## src/hw/rtl/rgb3x3_pkg.sv

```systemverilog
// Package with payload types and fixed constants of the RGB 3x3 convolution.
package rgb3x3_pkg;

    localparam int PIX_W = 8;
    localparam int POS_W = 10;
    localparam int SIZE_W = 11;
    localparam int MAX_WIDTH = 1024;
    localparam int COEF_W = 8;
    localparam int ROW_LIMIT = 1024;
    localparam int PIX_MAX = 255;
    localparam int SUM_W = 20;

    localparam logic [2:0] CFG_COEF0 = 3'd0;
    localparam logic [2:0] CFG_COEF1 = 3'd1;
    localparam logic [2:0] CFG_COEF2 = 3'd2;
    localparam logic [2:0] CFG_DIV = 3'd3;
    localparam logic [2:0] CFG_WIDTH = 3'd4;
    localparam logic [2:0] CFG_HEIGHT = 3'd5;

    typedef struct packed {
        logic [7:0] red_in;
        logic [7:0] green_in;
        logic [7:0] blue_in;
        logic       frame_start;
    } pix_in_t;

    typedef struct packed {
        logic [7:0] red_out;
        logic [7:0] green_out;
        logic [7:0] blue_out;
        logic [9:0] out_row;
        logic [9:0] out_col;
        logic       last_pixel;
    } pix_out_t;

    // One classified window that the back end must filter.
    typedef struct packed {
        logic [8:0][23:0] win;
        logic [9:0]       row;
        logic [9:0]       col;
        logic             last;
    } job_t;

endpackage

```

## src/hw/rtl/rgb3x3_queue.sv

```systemverilog
// Two-entry queue between the front end and the filter back end.
module rgb3x3_queue (
    input  logic             clk,
    input  logic             rst_n,
    input  logic             wr_valid,
    output logic             wr_stall,
    input  rgb3x3_pkg::job_t wr_word,
    output logic             rd_valid,
    output rgb3x3_pkg::job_t rd_word,
    input  logic             rd_stall
);
    rgb3x3_pkg::job_t ent_reg [2];
    logic       wp_reg, rp_reg;
    logic [1:0] cnt_reg;
    logic       push, pop;

    assign wr_stall = (cnt_reg == 2'd2);
    assign rd_valid = (cnt_reg != 2'd0);
    assign rd_word = ent_reg[rp_reg];
    assign push = wr_valid && !wr_stall;
    assign pop = rd_valid && !rd_stall;

    always_ff @(posedge clk)
    begin
        if (push) ent_reg[wp_reg] <= wr_word;
    end

    always_ff @(posedge clk or negedge rst_n)
    begin
        if (!rst_n)
        begin
            wp_reg <= 1'b0;
            rp_reg <= 1'b0;
            cnt_reg <= '0;
        end
        else
        begin
            if (push) wp_reg <= !wp_reg;
            if (pop) rp_reg <= !rp_reg;
            cnt_reg <= cnt_reg + 2'(push) - 2'(pop);
        end
    end
endmodule

```

## config.mk

```make
export PLATFORM = sky130hd
export DESIGN_NAME = rgb3x3_queue
export DESIGN_NICKNAME = d
export VERILOG_FILES = /design/src/hw/rtl/rgb3x3_pkg.sv /design/src/hw/rtl/rgb3x3_queue.sv
export SDC_FILE = /design/constraint.sdc
export NUM_CORES = 1
export LEC_CHECK = 0
export BUFFER_PORTS_ARGS = -buffer_cell sky130_fd_sc_hd__buf_2
export CAP_MARGIN = 40
export CORE_ASPECT_RATIO = 0.5
export CORE_MARGIN = 5
export CORE_UTILIZATION = 40
export DETAILED_ROUTE_END_ITERATION = 8
export PLACE_DENSITY = 0.75
export SETUP_SLACK_MARGIN = 0.2
export SLEW_MARGIN = 20
export SYNTH_ARGS = -nofsm -noshare
export SYNTH_HDL_FRONTEND = slang
export SYNTH_SLANG_ARGS = --single-unit
export TNS_END_PERCENT = 1
```

## constraint.sdc

```tcl
create_clock -name clk -period 25.7 [get_ports clk]
set_input_delay 1.285 -clock clk [delete_from_list [all_inputs] [get_ports clk]]
set_output_delay 1.285 -clock clk [all_outputs]
set_load 0.05 [all_outputs]
```

==> flow_results.org <==
** Place
- Including well taps, the total number of placed cells is 1809.
- Port buffering added 479 buffers.
- Last weighted congestion value of the routability-driven placer :: 0.880
- Post-detailed-placement half-perimeter wirelength :: 31100 um

** Logic synthesis
- Yosys mapped a number of flops with a built-in enable equal to 474.
- The cell area that synthesis handed to floorplanning was 17400 um2.
- After synthesis the netlist holds a flip-flop and latch count of 478.
- Among all cell types in the netlist, the one instantiated most often is sky130_fd_sc_hd__edfxtp_1.
- For this run, the number of Yosys warnings is 0.
- By area the synthesized netlist is led by sky130_fd_sc_hd__edfxtp_1 (82%), sky130_fd_sc_hd__mux2_2 (15%), sky130_fd_sc_hd__buf_6 (1.6%), sky130_fd_sc_hd__dfrtp_1 (0.58%), sky130_fd_sc_hd__xnor2_1 (0.15%).
- Post-synthesis cell type with the largest combined area :: sky130_fd_sc_hd__edfxtp_1
- Part of the Yosys area used for sequential elements :: 82.4%
- After synthesis, the share of flip-flops with an asynchronous set or reset is 0.837%.
- Counting every net in the synthesized netlist gives 998.
- Most numerous cell types in the synthesized netlist :: sky130_fd_sc_hd__edfxtp_1 (474), sky130_fd_sc_hd__mux2_2 (237), sky130_fd_sc_hd__buf_6 (25)
- The cell count after synthesis came out at 755.
- The average instance in the mapped netlist occupies 23.0 um2.
- After synthesis, the largest area contributor takes up 81.9% of total cell area.
- Most used flip-flop cell after synthesis :: sky130_fd_sc_hd__edfxtp_1
- Library cells used by synthesis :: 15

** STA
- The final count of hold timing violations came to 0.
- Max-Slew Margin vs Limit :: 47.6%
- In the finished design, the share of the clock period the worst path needs comes to 17.6%.
- Summed over all failing endpoints, the final setup total negative slack is 0 ns.
- At the pin with the least slew margin, the transition time is 0.786 ns.
- Setup violations remaining at the end of the flow were counted as 0.
- Max Transition Viols Final :: 0
- Post-Route Skew :: 0.0194 ns
- Setup repair after global routing left no endpoint under its margin.
- Based on the critical path, the design can be clocked at up to 222 MHz.
- The smallest clock period supported by the final layout is computed as 4.51 ns.
- Worst hold slack after final layout :: 0.528 ns

** Clocking
- Setup Buffers After CTS :: 0
- Worst-Skew Late Latency :: 0.54 ns
- TritonCTS clock tree :: done
- In this run, post-CTS repair resized a total of 0 instances.
- Clock sinks :: 478
- Clock-pin slew on the worst setup and hold paths :: 0.06 ns
- Post-cts hold buffer count :: 0
- The tree is rooted in a sky130_fd_sc_hd__clkbuf_16.
- H-tree depth :: 2
- CTS buffer count :: 44
- The longest clock path from root to sink contains 3 buffers.

** Layout
- The register with the most flip-flops in the layout has 474 of them.
- Fill cell count :: 3506
- Sequential standard cell area :: 14300 um2
- From synthesis to final layout, the design area changed by 26.3%.
- After the last flow step, the layout net total stands at 1513.
- Multi-input logic area :: 2770 um2
- Final core utilization :: 50.8%
- Excluding fillers, the count of instances in the completed layout stands at 1907.
- Cells with a size suffix above 1 make up 61.8% of the layout.

** GRT
- Antenna violations before repair :: 12
- Wire length of the first global-routing pass :: 60600 um
- Remaining global-route overflow :: 0
- Largest net degree at the start of global routing :: 71
- Number of global-route vias before repair :: 9938
- Across every metal layer, demand over resource in global routing totals 16.8%.

** Power
- Power spread over the standard cell area amounts to 138 nW/um2.
- Worst vdd ir :: 0.0706 mV
- Leakage power :: 8.14 nW

** Hold path
- The min-delay analysis places its worst path in the category flop to flop.

** Worst setup path
- STA classifies the critical path endpoint as an output pin.
- Required time at the worst-slack endpoint :: 24.41 ns
- The worst setup path is launched from a flop.
- By startpoint and endpoint, the worst setup path is classified as flop to output pin.
- Crit path DAT :: 3.23 ns
- Of all nets on the critical path, the largest fanout is 65.

** Die
- The floorplan has 54 rows.
- I/O pin count :: 480
- In this run the horizontal extent of the chip is 305 um.
- Core footprint :: 43200 um2
- Initial cell density of the core :: 40.2%
- Area of the die :: 48000 um2
- Die height :: 157 um

** Job
- Number of violations of the max-capacitance limit :: 0

** Detailed routing
- Number of vias per cell after detailed routing :: 4.80
- Length of the first detailed-routing pass in iterations :: 4
- The first routing iteration left 744 violations.
- Detailed-route wire length :: 43200 um
- Count of antenna-violating nets left after detailed routing :: 0
- Mean routed wirelength per cell :: 22.7 um
- Post-route DRC :: 0
- Total via count after detailed routing :: 9159

** Status
- Status :: completed
## worst max-delay path, stage by stage (launching register included)
cell	delay [ns]
sky130_fd_sc_hd__dfrtp_4	0.70
sky130_fd_sc_hd__buf_4	0.68
sky130_fd_sc_hd__buf_4	0.30
sky130_fd_sc_hd__buf_16	0.29
sky130_fd_sc_hd__mux2_2	0.39
sky130_fd_sc_hd__buf_2	0.21
## through the flow
step	total power (W)	cell area, um2	setup WS [ns]
4_1_cts	0.00305	21800	20.93
6_report	0.00304	22000	21.19
2_1_floorplan	0.00217	17400	13.66
3_5_place_dp	0.00240	20400	21.53
5_1_grt	0.00315	22000	21.05
3_3_place_gp	0.00236	20300	21.69
## cell families after synthesis
kind of cell	count (synthesis)	share of synthesized area (%)
adders and majority gates	2	0.144
muxes	237	15.3
xor gates and xnor gates	4	0.202
and+or+nand+nor	6	0.187
buffers and inverters	28	1.69
DFF	478	82.4
## cells in the final DEF (no fill, tap or decap)
master | netlist | routed
sky130_fd_sc_hd__and3_4 | 0 | 1
sky130_fd_sc_hd__clkinv_1 | 0 | 8
sky130_fd_sc_hd__clkinv_4 | 0 | 4
sky130_fd_sc_hd__nand2b_1 | 1 | 1
sky130_fd_sc_hd__inv_1 | 2 | 2
sky130_fd_sc_hd__clkbuf_1 | 0 | 3
sky130_fd_sc_hd__or2_2 | 1 | 1
sky130_fd_sc_hd__clkinvlp_4 | 0 | 3
sky130_fd_sc_hd__xnor2_1 | 3 | 3
sky130_fd_sc_hd__nor2_4 | 0 | 1
sky130_fd_sc_hd__ha_1 | 2 | 2
sky130_fd_sc_hd__clkbuf_16 | 0 | 45
sky130_fd_sc_hd__bufinv_16 | 0 | 4
sky130_fd_sc_hd__dfrtp_4 | 0 | 1
sky130_fd_sc_hd__clkinv_2 | 0 | 9
sky130_fd_sc_hd__buf_2 | 1 | 479
sky130_fd_sc_hd__xor2_1 | 1 | 1
sky130_fd_sc_hd__inv_6 | 0 | 5
sky130_fd_sc_hd__diode_2 | 0 | 14
sky130_fd_sc_hd__dfrtp_1 | 4 | 3
sky130_fd_sc_hd__buf_16 | 0 | 6
sky130_fd_sc_hd__mux2_2 | 237 | 237
sky130_fd_sc_hd__edfxtp_1 | 474 | 474
sky130_fd_sc_hd__nor2b_1 | 1 | 1
sky130_fd_sc_hd__buf_4 | 0 | 10
sky130_fd_sc_hd__nand2_1 | 1 | 1
## routing by layer
layer,vias to the layer above,part of all wire [%],track usage [%]
met5,-,0,0
met4,0,3.9,7.18
met3,111,3.8,3.81
met2,231,59,33.0
met1,4735,34,17.3
li1,4082,-,-
## path summary, 6_finish.rpt
path                                 startpoint                   endpoint  slack [ns]  cells past startpoint
max                          rp_reg$_DFFE_PN0P_                rd_word[10]       21.19                      5
min                        cnt_reg[0]$_DFF_PN0_       cnt_reg[0]$_DFF_PN0_        0.53                      1
max reg2reg                cnt_reg[1]$_DFF_PN0_  ent_reg[1][180]$_DFFE_PP_       22.70                      5
min reg2reg                cnt_reg[0]$_DFF_PN0_       cnt_reg[0]$_DFF_PN0_        0.53                      1
max in group asynchronous                 rst_n         rp_reg$_DFFE_PN0P_       24.98                      1
min in group asynchronous                 rst_n       cnt_reg[1]$_DFF_PN0_        0.56                      1
## report_power, final
group | switching (W) | internal, W | total [W]
Combinational | 0.000939 | 0.000333 | 0.00127
Sequential | 0.0000520 | 0.00107 | 0.00112
Clock | 0.000286 | 0.000364 | 0.000650
## area by class of cell
cell class / count / area share [%]
diodes: 14 / 0.160
clock buffers: 48 / 5.18
clock inverters: 33 / 1.35
inverters: 2 / 0.0342
multi-input cells: 249 / 12.6
flip-flops and latches: 478 / 65.3
well taps: 588 / 3.35
repair buffers: 495 / 12.0
No activity file was read; power rests on OpenSTA's default activity.
