File: config.mk
export PLATFORM = sky130hd
export DESIGN_NAME = rgb3x3_back
export DESIGN_NICKNAME = d
export VERILOG_FILES = /design/src/hw/rtl/rgb3x3_pkg.sv /design/src/hw/rtl/rgb3x3_back.sv
export SDC_FILE = /design/constraint.sdc
export NUM_CORES = 1
export LEC_CHECK = 0
export BUFFER_PORTS_ARGS = -buffer_cell sky130_fd_sc_hd__buf_2
export CORE_MARGIN = 2
export CORE_UTILIZATION = 64
export DETAILED_ROUTE_END_ITERATION = 7
export PLACE_DENSITY_LB_ADDON = 0.25
export RECOVER_POWER = 50
export SLEW_MARGIN = 20
export SYNTH_ARGS = -nofsm -noshare
export SYNTH_HDL_FRONTEND = slang
export SYNTH_SLANG_ARGS = --single-unit
File: constraint.sdc
create_clock -name clk -period 11.9 [get_ports clk]
set_input_delay 0.595 -clock clk [delete_from_list [all_inputs] [get_ports clk]]
set_output_delay 0.595 -clock clk [all_outputs]
set_load 0.005 [all_outputs]
File: src/hw/rtl/rgb3x3_pkg.sv
// Package with payload types and fixed constants of the RGB 3x3 convolution.
package rgb3x3_pkg;

    localparam int PIX_W = 8;
    localparam int POS_W = 10;
    localparam int SIZE_W = 11;
    localparam int MAX_WIDTH = 1024;
    localparam int COEF_W = 8;
    localparam int ROW_LIMIT = 1024;
    localparam int PIX_MAX = 255;
    localparam int SUM_W = 20;

    localparam logic [2:0] CFG_COEF0 = 3'd0;
    localparam logic [2:0] CFG_COEF1 = 3'd1;
    localparam logic [2:0] CFG_COEF2 = 3'd2;
    localparam logic [2:0] CFG_DIV = 3'd3;
    localparam logic [2:0] CFG_WIDTH = 3'd4;
    localparam logic [2:0] CFG_HEIGHT = 3'd5;

    typedef struct packed {
        logic [7:0] red_in;
        logic [7:0] green_in;
        logic [7:0] blue_in;
        logic       frame_start;
    } pix_in_t;

    typedef struct packed {
        logic [7:0] red_out;
        logic [7:0] green_out;
        logic [7:0] blue_out;
        logic [9:0] out_row;
        logic [9:0] out_col;
        logic       last_pixel;
    } pix_out_t;

    // One classified window that the back end must filter.
    typedef struct packed {
        logic [8:0][23:0] win;
        logic [9:0]       row;
        logic [9:0]       col;
        logic             last;
    } job_t;

endpackage

File: src/hw/rtl/rgb3x3_back.sv
// Back end: weighted sum, divide by the divisor and clamp for one window.
module rgb3x3_back (
    input  logic             clk,
    input  logic             rst_n,
    input  logic             job_valid,
    output logic             job_stall,
    input  rgb3x3_pkg::job_t job_word,
    input  logic [23:0]      coef0,
    input  logic [23:0]      coef1,
    input  logic [23:0]      coef2,
    input  logic [7:0]       divisor,
    output logic             out_valid,
    output rgb3x3_pkg::pix_out_t out_word,
    input  logic             out_stall
);
    localparam int SW = rgb3x3_pkg::SUM_W;
    localparam int CW = rgb3x3_pkg::COEF_W;
    localparam logic [2:0] ST_IDLE = 3'd0;
    localparam logic [2:0] ST_MAC = 3'd1;
    localparam logic [2:0] ST_DIV = 3'd2;
    localparam logic [2:0] ST_OUT = 3'd3;

    logic [2:0] st_reg;
    logic [3:0] k_reg;
    logic [4:0] bit_reg;
    rgb3x3_pkg::job_t job_reg;
    logic signed [SW-1:0] acc_reg [3];
    logic [SW-1:0] quo_reg [3];
    logic [SW-1:0] rem_reg [3];
    logic [SW-1:0] mag [3];
    logic [23:0] crow;
    logic signed [CW-1:0] cf;
    logic [7:0] dv;
    logic [SW-1:0] trial [3];
    logic [7:0] res [3];

    // Tap k weighs kernel row k/3 and column k%3; columns sit CW bits apart.
    always_comb
    begin
        case (k_reg)
            4'd0, 4'd1, 4'd2: crow = coef0;
            4'd3, 4'd4, 4'd5: crow = coef1;
            default:          crow = coef2;
        endcase
        case (k_reg)
            4'd0, 4'd3, 4'd6: cf = crow[0 +: CW];
            4'd1, 4'd4, 4'd7: cf = crow[CW +: CW];
            default:          cf = crow[2*CW +: CW];
        endcase
        dv = (divisor == 8'd0) ? 8'd1 : divisor;
        for (int ch = 0; ch < 3; ch++)
        begin
            mag[ch] = acc_reg[ch][SW-1] ? SW'(-acc_reg[ch]) : SW'(acc_reg[ch]);
            trial[ch] = {rem_reg[ch][SW-2:0], mag[ch][bit_reg]};
            if (acc_reg[ch][SW-1] || quo_reg[ch] == '0)
                res[ch] = 8'd0;
            else if (quo_reg[ch] > SW'(rgb3x3_pkg::PIX_MAX))
                res[ch] = 8'(rgb3x3_pkg::PIX_MAX);
            else
                res[ch] = quo_reg[ch][7:0];
        end
    end

    assign job_stall = (st_reg != ST_IDLE);
    assign out_valid = (st_reg == ST_OUT);
    assign out_word.red_out = res[0];
    assign out_word.green_out = res[1];
    assign out_word.blue_out = res[2];
    assign out_word.out_row = job_reg.row;
    assign out_word.out_col = job_reg.col;
    assign out_word.last_pixel = job_reg.last;

    always_ff @(posedge clk)
    begin
        if (st_reg == ST_IDLE && job_valid) job_reg <= job_word;
    end

    always_ff @(posedge clk or negedge rst_n)
    begin
        if (!rst_n)
        begin
            st_reg <= ST_IDLE;
            k_reg <= '0;
            bit_reg <= '0;
            for (int ch = 0; ch < 3; ch++)
            begin
                acc_reg[ch] <= '0;
                quo_reg[ch] <= '0;
                rem_reg[ch] <= '0;
            end
        end
        else
        begin
            case (st_reg)
                ST_IDLE:
                begin
                    if (job_valid)
                    begin
                        st_reg <= ST_MAC;
                        k_reg <= '0;
                        for (int ch = 0; ch < 3; ch++) acc_reg[ch] <= '0;
                    end
                end
                ST_MAC:
                begin
                    // One tap per cycle, three colors in parallel.
                    for (int ch = 0; ch < 3; ch++)
                        acc_reg[ch] <= acc_reg[ch] + SW'(signed'({1'b0,
                            job_reg.win[k_reg][ch*8 +: 8]})) * SW'(cf);
                    if (k_reg == 4'd8)
                    begin
                        st_reg <= ST_DIV;
                        bit_reg <= 5'(SW - 1);
                        for (int ch = 0; ch < 3; ch++)
                        begin
                            quo_reg[ch] <= '0;
                            rem_reg[ch] <= '0;
                        end
                    end
                    k_reg <= k_reg + 4'd1;
                end
                ST_DIV:
                begin
                    // Restoring division of the magnitude, one bit a cycle.
                    for (int ch = 0; ch < 3; ch++)
                    begin
                        if (trial[ch] >= SW'(dv))
                        begin
                            rem_reg[ch] <= trial[ch] - SW'(dv);
                            quo_reg[ch] <= {quo_reg[ch][SW-2:0], 1'b1};
                        end
                        else
                        begin
                            rem_reg[ch] <= trial[ch];
                            quo_reg[ch] <= {quo_reg[ch][SW-2:0], 1'b0};
                        end
                    end
                    if (bit_reg == 5'd0) st_reg <= ST_OUT;
                    bit_reg <= bit_reg - 5'd1;
                end
                ST_OUT:
                begin
                    if (!out_stall) st_reg <= ST_IDLE;
                end
                default: st_reg <= ST_IDLE;
            endcase
        end
    end
endmodule

==> impl_metrics.csv <==
group,metric,value,unit
run_status,status,"complete, but fails checks",
run_status,violations,"capacitance limit, slew limit",
placed_design,dpl.hpwl,56260,um
detailed_routing,via_per_inst,6.159,
timing,setup_slack,3.257,ns
synth,ys_top_cells_by_area,"edfxtp_1, dfrtp_1, fa_1",
global_routing,grt.total_usage,0.3282,
synth,yosysTopAreaCell,"edfxtp_1",
timing,fin_crit,8.644,ns
critical_path,crit_fanout,24,
detailed_routing,drt_iter0_drc,2258,
layout,register_area,11830,sq um
timing,tns,0,ns
run,cap_violations,3,
hold_path,min_path_cells,1,
global_routing,grt_pass1_wl,122400,um
detailed_routing,routed_wl,76510,um
global_routing,global_route.usage.met3,0.06709,
synth,syn_area,29180,sq um
placed_design,placed_area,31400,sq um
synth,seq_area_frac_synth,0.4051,
global_routing,grt_max_degree,100,
global_routing,grt_pass1_vias,23039,
critical_path,r2r_setup_slack,3.26,ns
hold_path,hold_start,"job_word[227]",
layout,mostFrequentLayoutCells,"buf_2, inv_1, edfxtp_1",
synth,synth_nets,3419,
critical_path,critPathMostFrequentCell,"fa_1",
clocking,htree_levels,2,
floorplanning,initial_core_util,0.6458,
detailed_routing,remaining_drc_errors,0,
floorplanning,die_y,217.5,um
critical_path,rr_endpoint,"acc_reg[19]",
synth,synthFlopType,"edfxtp_1",
floorplanning,num_rows,78,
synth,synth_cell_types,82,
floorplanning,die_x,217.5,um
critical_path,r2r-start,"k_reg[1]",
synth,syn_area_per_cell,10.71,sq um
floorplanning,ios,368,
synth,async_reset_ff_frac,0.4424,
floorplanning,fp.coreArea,45190,sq um
clocking,post_cts_buffers,0,
global_routing,use_met1,0.4278,
timing,slew_viol_final,193,
layout,multi_input_area,15690,sq um
critical_path,cp.arrival,9.11,ns
floorplanning,die_area,47320,sq um
synth,ys.warnings.count,0,
detailed_routing,firstDrtPassIters,6,
critical_path,path_class,"reg -> reg",
timing,relSlewSlack,-1.573,
synth,synth-edff-count,237,
clocking,cts_buffers,47,
placed_design,io_buffers,367,
clocking,insertion_delay,0.60,ns
detailed_routing,wl_per_cell,20.89,um
timing,fin_skew,0.02963,ns
clocking,cts_sinks,425,
placed_design,place.gp.congestion,0.9196,
critical_path,path_cells,"inv_1 > ha_1 > nor4_1 > a211o_1 > nand2_1 > a21oi_1 > or3_1 > buf_4 > clkinv_1 > nor2_1 > fa_1 > fa_1 > fa_1 > fa_1 > ha_1 > ha_1 > o21ai_0 > a211oi_1 > a21oi_1 > o41ai_1 > a21o_1 > a21oi_1 > xnor2_1 > a22o_1",
hold_path,hold_path.class,"in -> reg",
placed_design,pre_cts_ws,3.493,ns
critical_path,start_kind,"register",
global_routing,antenna_found_initial,5,
timing,rsz0062_at_grt,"false",
critical_path,slowest_delay,0.86,ns
layout,nets,3715,
clocking,holdBufCountCts,1,
clocking,clock_path_buffers,3,
layout,fillers,3182,
layout,drive_gt1_frac,0.1705,
detailed_routing,vias,22554,
layout,syn_to_final_growth,12.77,%
timing,max_slew.worst_pin.slew,3.860,ns
clocking,clk_pin_slew,0.06,ns
layout,finalInstanceArea,32900,sq um
layout,final_common_cell,"buf_2",
synth,ys_ff_latch,425,
clocking,cts_root_buffer,"clkbuf_16",
global_routing,met2_usage,0.5476,
clocking,ctsResizeCount,0,
global_routing,busiest_layer,"met2",
timing,fmaxAchievable,115.7,MHz
critical_path,worstRegToRegCells,24,
timing,hold_violations,0,
critical_path,cp-end-kind,"register",
timing,setup_viol,0,
layout,largest_reg_flops,216,
clocking,cts_tree,"yes",
critical_path,slowest_stage,"clkinv_1",
timing,fin_crit_sh,0.7263,
critical_path,worstPathRequired,12.37,ns
synth,synthCells,2725,
hold_path,min_delay_worst_endpoint,"job_reg[227]",
detailed_routing,ant_nets,0,
global_routing,grt-ovfl-total,0,
synth,synth_top_area_frac,0.2439,
-- critical path: cells and delay by family (launching register included) --
| kind | cells | cell delay (ns) |
|---|---|---|
| AO/OA/AOI/OAI | 9 | 2.43 |
| XOR/XNOR | 1 | 0.12 |
| adder cells (fa/ha/maj) | 7 | 2.97 |
| buffers and inverters | 3 | 1.36 |
| flip-flops | 1 | 0.62 |
| AND/OR/NAND/NOR | 4 | 1.04 |
-- metal layers --
metal / up-vias / wire length (um)
met2: 989 / 37150
met3: 194 / 5768
met5: - / 22
met1: 11061 / 30740
met4: 4 / 2825
li1: 10306 / -
-- cells in the mapped netlist, types with 21 or more instances --
cell type / count
nand2b_1: 29
nand3_1: 33
dfrtp_1: 188
edfxtp_1: 237
o211ai_1: 21
o21ai_0: 130
mux2i_1: 51
inv_1: 287
nor3_1: 49
nor2_1: 198
fa_1: 156
xor2_1: 30
a22oi_1: 27
buf_4: 21
nor2b_1: 31
a22o_1: 68
a211oi_1: 22
xnor2_1: 73
or3_1: 26
a21oi_1: 103
mux4_2: 47
clkbuf_1: 101
nor4_1: 43
ha_1: 217
nand2_1: 232
-- worst max-delay path by stage --
stage	start	end	depth (start not counted)
floorplan	k_reg[0]	acc_reg[19]	29
CTS	k_reg[1]	acc_reg[19]	24
global placement	k_reg[1]	acc_reg[19]	25
global route	k_reg[1]	acc_reg[19]	24
finish	k_reg[1]	acc_reg[19]	24
detailed placement	k_reg[1]	acc_reg[19]	23
-- cell type report --
class / count / share of cell area
multi-input cells: 1863 / 0.4770
flip-flops and latches: 425 / 0.3595
repair buffers: 396 / 0.06084
clock buffers: 66 / 0.04133
inverters: 288 / 0.03285
well taps: 600 / 0.02282
clock inverters: 18 / 0.005248
diodes: 6 / 0.0004563
-- logic make-up (layout without fill, tap and decap cells) --
kind of cell / Yosys count / after routing / share of synthesized area
buf+inv: 437 / 768 / 0.05995
mux: 101 / 101 / 0.05493
compound gates: 568 / 568 / 0.1334
other cells: 0 / 6 / 0
fa+ha+maj: 373 / 373 / 0.2001
flops: 425 / 425 / 0.4051
xor+xnor: 103 / 103 / 0.03092
simple gates: 718 / 718 / 0.1156
-- stage by stage --
| step | hold WS (ns) | utilization | cells |
|---|---|---|---|
| 2_1_floorplan | 0.2994 | - | 2725 |
| 3_3_place_gp | 0.4666 | 0.6949 | 3571 |
| 3_5_place_dp | 0.4742 | 0.6949 | 3571 |
| 4_1_cts | 0.1507 | 0.7291 | 3656 |
| 5_1_grt | 0.1552 | 0.7279 | 3657 |
| 6_report | 0.1638 | 0.7282 | 3662 |
Power is not shown: default switching activity piles up to over one toggle a cycle in this logic, so the estimate is an artifact.
